File: config.mk
export PLATFORM = sky130hd
export DESIGN_NAME = cs_accum
export DESIGN_NICKNAME = d
export VERILOG_FILES = /design/src/rtl/cs_pkg.sv /design/src/rtl/cs_accum.sv
export SDC_FILE = /design/constraint.sdc
export NUM_CORES = 2
export LEC_CHECK = 0
export ABC_AREA = 0
export BUFFER_PORTS_ARGS = -buffer_cell sky130_fd_sc_hd__buf_2
export CAP_MARGIN = 20
export CORE_ASPECT_RATIO = 0.9
export CORE_MARGIN = 1.5
export CORE_UTILIZATION = 40
export DETAILED_ROUTE_END_ITERATION = 16
export GPL_ROUTABILITY_DRIVEN = 0
export PLACE_DENSITY = 0.58
export SYNTH_ARGS = -nofsm -noshare
export SYNTH_HDL_FRONTEND = slang
export SYNTH_SLANG_ARGS = --single-unit
export TNS_END_PERCENT = 50
File: constraint.sdc
create_clock -name clk -period 12 [get_ports clk]
set_input_delay 0.6 -clock clk [delete_from_list [all_inputs] [get_ports clk]]
set_output_delay 0.6 -clock clk [all_outputs]
set_load 0.05 [all_outputs]
File: src/rtl/cs_pkg.sv
// Shared constants, types and helpers for the cosine similarity block.
package cs_pkg;
	localparam int MAX_ELEMENTS_DEF  = 1024;
	localparam int ELEMENT_WIDTH_DEF = 16;
	localparam int IN_WIDTH          = 16;
	localparam int SIM_WIDTH         = 16;
	localparam int Q_BITS            = 15;
	localparam int ONE_Q14           = 16384;
	localparam int JOB_DEPTH         = 2;

	// Flags of the job handed from the accumulator to the evaluator.
	typedef struct packed {
		logic zero;
		logic ovf;
	} job_flags_t;
endpackage

File: src/rtl/cs_accum.sv
// Front end: accumulates dot product and squared norms, emits a job per vector.
module cs_accum #(
	parameter int MAX_ELEMENTS  = cs_pkg::MAX_ELEMENTS_DEF,
	parameter int ELEMENT_WIDTH = cs_pkg::ELEMENT_WIDTH_DEF,
	parameter int SUM_BITS      = 2 * ELEMENT_WIDTH + 9
) (
	input  logic                                clk,
	input  logic                                arst_n,
	input  logic                                in_valid,
	input  logic signed [cs_pkg::IN_WIDTH-1:0]  a_value,
	input  logic signed [cs_pkg::IN_WIDTH-1:0]  b_value,
	input  logic                                last_element,
	output logic                                job_valid,
	output logic signed [SUM_BITS:0]            job_dot,
	output logic        [SUM_BITS-1:0]          job_na,
	output logic        [SUM_BITS-1:0]          job_nb,
	output cs_pkg::job_flags_t                  job_flags
);
	import cs_pkg::*;
	localparam int CW = $clog2(MAX_ELEMENTS + 1);
	localparam int PW = 2 * ELEMENT_WIDTH;
	localparam logic signed [SUM_BITS+1:0] DMAX = (SUM_BITS+2)'((64'd1 << SUM_BITS) - 64'd1);
	localparam logic signed [SUM_BITS+1:0] DMIN = -DMAX - (SUM_BITS+2)'(1);
	localparam logic [SUM_BITS:0] NMAX = (SUM_BITS+1)'((64'd1 << SUM_BITS) - 64'd1);

	logic signed [ELEMENT_WIDTH-1:0] a_e, b_e;
	logic signed [PW-1:0] ab_s1, aa_s1, bb_s1;
	logic v_s1, last_s1, ovf_s1;
	logic signed [SUM_BITS:0] dot_q;
	logic [SUM_BITS-1:0] na_q, nb_q;
	logic [CW-1:0] cnt_q;
	logic ovf_q;
	logic signed [SUM_BITS+1:0] dsum;
	logic [SUM_BITS:0] asum, bsum;
	logic signed [SUM_BITS:0] dot_n;
	logic [SUM_BITS-1:0] na_n, nb_n;
	logic sat;

	assign a_e = a_value[ELEMENT_WIDTH-1:0];
	assign b_e = b_value[ELEMENT_WIDTH-1:0];

	// Stage 1: multiply and check the pair count.
	always_ff @(posedge clk or negedge arst_n) begin
		if (!arst_n) begin
			v_s1 <= 1'b0;
			cnt_q <= '0;
		end else begin
			v_s1 <= in_valid;
			if (in_valid) begin
				ab_s1 <= PW'(a_e) * PW'(b_e);
				aa_s1 <= PW'(a_e) * PW'(a_e);
				bb_s1 <= PW'(b_e) * PW'(b_e);
				last_s1 <= last_element;
				ovf_s1 <= (int'(cnt_q) >= MAX_ELEMENTS);
				if (last_element) cnt_q <= '0;
				else if (int'(cnt_q) < MAX_ELEMENTS) cnt_q <= cnt_q + CW'(1);
			end
		end
	end

	assign dsum = (SUM_BITS+2)'(dot_q) + (SUM_BITS+2)'(ab_s1);
	assign asum = (SUM_BITS+1)'(na_q) + (SUM_BITS+1)'($unsigned(aa_s1));
	assign bsum = (SUM_BITS+1)'(nb_q) + (SUM_BITS+1)'($unsigned(bb_s1));

	always_comb begin
		sat = 1'b0;
		if (dsum > DMAX) begin dot_n = DMAX[SUM_BITS:0]; sat = 1'b1; end
		else if (dsum < DMIN) begin dot_n = DMIN[SUM_BITS:0]; sat = 1'b1; end
		else dot_n = dsum[SUM_BITS:0];
		if (asum > NMAX) begin na_n = NMAX[SUM_BITS-1:0]; sat = 1'b1; end
		else na_n = asum[SUM_BITS-1:0];
		if (bsum > NMAX) begin nb_n = NMAX[SUM_BITS-1:0]; sat = 1'b1; end
		else nb_n = bsum[SUM_BITS-1:0];
	end

	// Stage 2: saturating accumulate; hand the finished sums to the queue.
	always_ff @(posedge clk or negedge arst_n) begin
		if (!arst_n) begin
			dot_q <= '0; na_q <= '0; nb_q <= '0; ovf_q <= 1'b0;
			job_valid <= 1'b0;
		end else begin
			job_valid <= v_s1 && last_s1;
			if (v_s1) begin
				if (last_s1) begin
					job_dot <= dot_n; job_na <= na_n; job_nb <= nb_n;
					job_flags.zero <= (na_n == '0) || (nb_n == '0);
					job_flags.ovf <= ovf_q | ovf_s1 | sat;
					dot_q <= '0; na_q <= '0; nb_q <= '0; ovf_q <= 1'b0;
				end else begin
					dot_q <= dot_n; na_q <= na_n; nb_q <= nb_n;
					ovf_q <= ovf_q | ovf_s1 | sat;
				end
			end
		end
	end
endmodule

==> metrics.csv <==
metric,value,unit
status,"finished, violations left",
violations,hold timing,
dpl_cell_area,0.0489,mm^2
num-nets-final,5928,
hold_path.class,in -> async,
synth_ff_type,edfxtp_1,
tns,0,ps
async_flop_share,0.383,
cts_tree,done,
cts_buffer_depth,3,
yosys_warnings,0,
grt_pass1_vias,34200,
crit_arrival,7650,ps
vias_per_cell,5.11,
drt_iter0_markers,2087,
grt_pass1_wl,185,mm
period_share,0.610,
yosysUniqueCellTypes,88,
synth_seq_area_share,0.217,
avgSynthCellArea,9.83,um^2
ios,163,
port_buffers,162,
core,0.115,mm^2
wirelength,112,mm
met2_wirelength,51.6,mm
hold_violations,1,
clock_latency,600,ps
drt-met1-wl,51.7,mm
grt_use_total,0.196,
slew_headroom,0.242,
antenna_left,0,
numCtsBuffers,44,
numClockSinks,360,
finalMaxSlewViolations,0,
via_count,32700,
dp_slack,4070,ps
n_antenna_cell,0,
final_cell_area,0.0504,mm^2
required,12330,ps
first_pass_iters,5,
cts.repair.resized,0,
path_class,in -> reg,
rsz0062_at_grt,no,
maxCapViolCount,0,
row_count,118,
dieArea,0.118,mm^2
fillers,11100,
final_core_util,0.437,
syn-num-nets,5876,
dp.final_hpwl,87.4,mm
postSynthCellCount,4737,
cts-htree-levels,2,
clock_skew,33.8,ps
layout-drive-gt1-share,0.0705,
cts_setup_buffers,0,
grt_overflow,0,
antenna_found_initial,7,
ys_ff_latch,360,
seq_area,0.0101,mm^2
syn-cell-area,0.0466,mm^2
multi_input_area,0.0322,mm^2
grt_max_degree,85,
tightest_slew,1140,ps
routedWlPerCell,17.5,um
min_period,7320,ps
highest_layer,met5,
die_h,327,um
fin_ws,4680,ps
fin_hold_ws,-2.12,ps
area_growth,8.32,%
die_x,363,um
drcViolationCount,0,
start_util,0.404,
end_kind,flop,
cts_hold_buf,0,
clk_pin_slew,60,ps
root_buffer,clkbuf_16,
routed-wl-met3,6.07,mm
setup_viol,0,
fmax,137,MHz
critPathLaunchType,input port,
crit_path_max_fanout,25,
synth_edf_count,222,
[worst max-delay path: stages]
cell and delay, ps:
buf_2 110, buf_4 330, clkinv_1 510, buf_4 380
nor2_1 210, fa_1 600, fa_1 570, fa_1 440
fa_1 510, fa_1 500, inv_1 50, fa_1 470
inv_1 40, ha_1 370, a21o_1 210, a21o_1 170
a21o_1 160, a21oi_1 120, o21ai_0 90, a21o_1 180
a21oi_1 160, o21ai_0 110, a211o_1 290, a21o_1 180
a21oi_1 160, xnor2_1 90
[registers in the layout, summed over array words and instances (netlist names), 32 cells and up]
signal / count
job_na: 41
job_nb: 41
na_q: 41
dot_q: 42
nb_q: 41
job_dot: 42
ab_s1: 32
[final timing paths]
kind,from,end,slack [ps],cells past startpoint
setup / recovery,b_value[15],bb_s1[30],4680,26
hold / removal,arst_n,nb_q[2],-2,1
setup reg to reg,ab_s1[0],dot_q[8],6630,16
hold reg to reg,dot_q[3],dot_q[3],490,1
max in group asynchronous,arst_n,cnt_q[10],10780,2
min in group clk,in_valid,v_s1,200,1
[cells in the mapped netlist (7+ instances only)]
master	instances	area [um^2]
nor4_1	8	50.1
o31ai_1	10	75.1
nor2_1	246	923
o21a_1	32	240
or2_2	35	219
a21boi_0	7	52.6
nor3_1	43	215
nand4_1	22	138
edfxtp_1	222	6670
nand3_1	67	335
a22o_1	78	683
or3_1	10	62.6
fa_1	730	14600
a211oi_1	20	150
xor2_1	81	709
maj3_1	24	240
a21o_1	105	788
and3_1	32	200
nand2_1	403	1510
and2_1	169	1060
xnor2_1	152	1330
clkinv_1	7	26.3
nor2b_1	24	150
ha_1	373	4670
nand2b_1	38	238
o21bai_1	23	173
o2bb2ai_1	45	394
a21oi_1	202	1010
o21ai_1	11	55.1
a31oi_1	31	194
a31o_2	15	131
clkbuf_1	177	664
dfrtp_1	138	3450
nor3b_1	7	52.6
o21ai_0	73	365
inv_1	950	3570
[through the flow]
step           instances  hold WS (ps)
3_3_place_gp        6301           474
2_1_floorplan       4737           304
6_report            6385         -2.12
4_1_cts             6383          9.41
5_1_grt             6385          35.0
3_5_place_dp        6301           481
[cell type report]
type | instances | area share
clock buffers | 52 | 0.0230
clock inverters | 30 | 0.00759
inverters | 960 | 0.0715
well taps | 1560 | 0.0387
flip-flops and latches | 360 | 0.201
multi-input cells | 3233 | 0.638
repair buffers | 190 | 0.0207
[placed cells by master (no fill, tap or decap), types with 151 or more instances in the layout]
cell      Yosys  final
inv_1       950    949
ha_1        373    373
xnor2_1     152    151
a21oi_1     202    202
buf_2         5    161
and2_1      169    168
nor2_1      246    245
fa_1        730    730
edfxtp_1    222    222
nand2_1     403    403
[logic make-up (layout without fill, tap and decap cells)]
family	count (synthesis)	count (layout)	share of synthesized area
flops	360	360	0.217
buf+inv	1144	1232	0.0924
simple gates	1131	1131	0.116
xor+xnor	233	233	0.0438
compound gates	733	733	0.109
fa+ha+maj	1127	1127	0.419
mux	9	9	0.00202
[per-layer routing]
metal	vias to the layer above	track usage
met4	10	0.0448
met1	16400	0.279
met3	143	0.0291
met2	756	0.315
met5	-	0
li1	15300	-
Power is not shown: default switching activity piles up to over one toggle a cycle in this logic, so the estimate is an artifact.
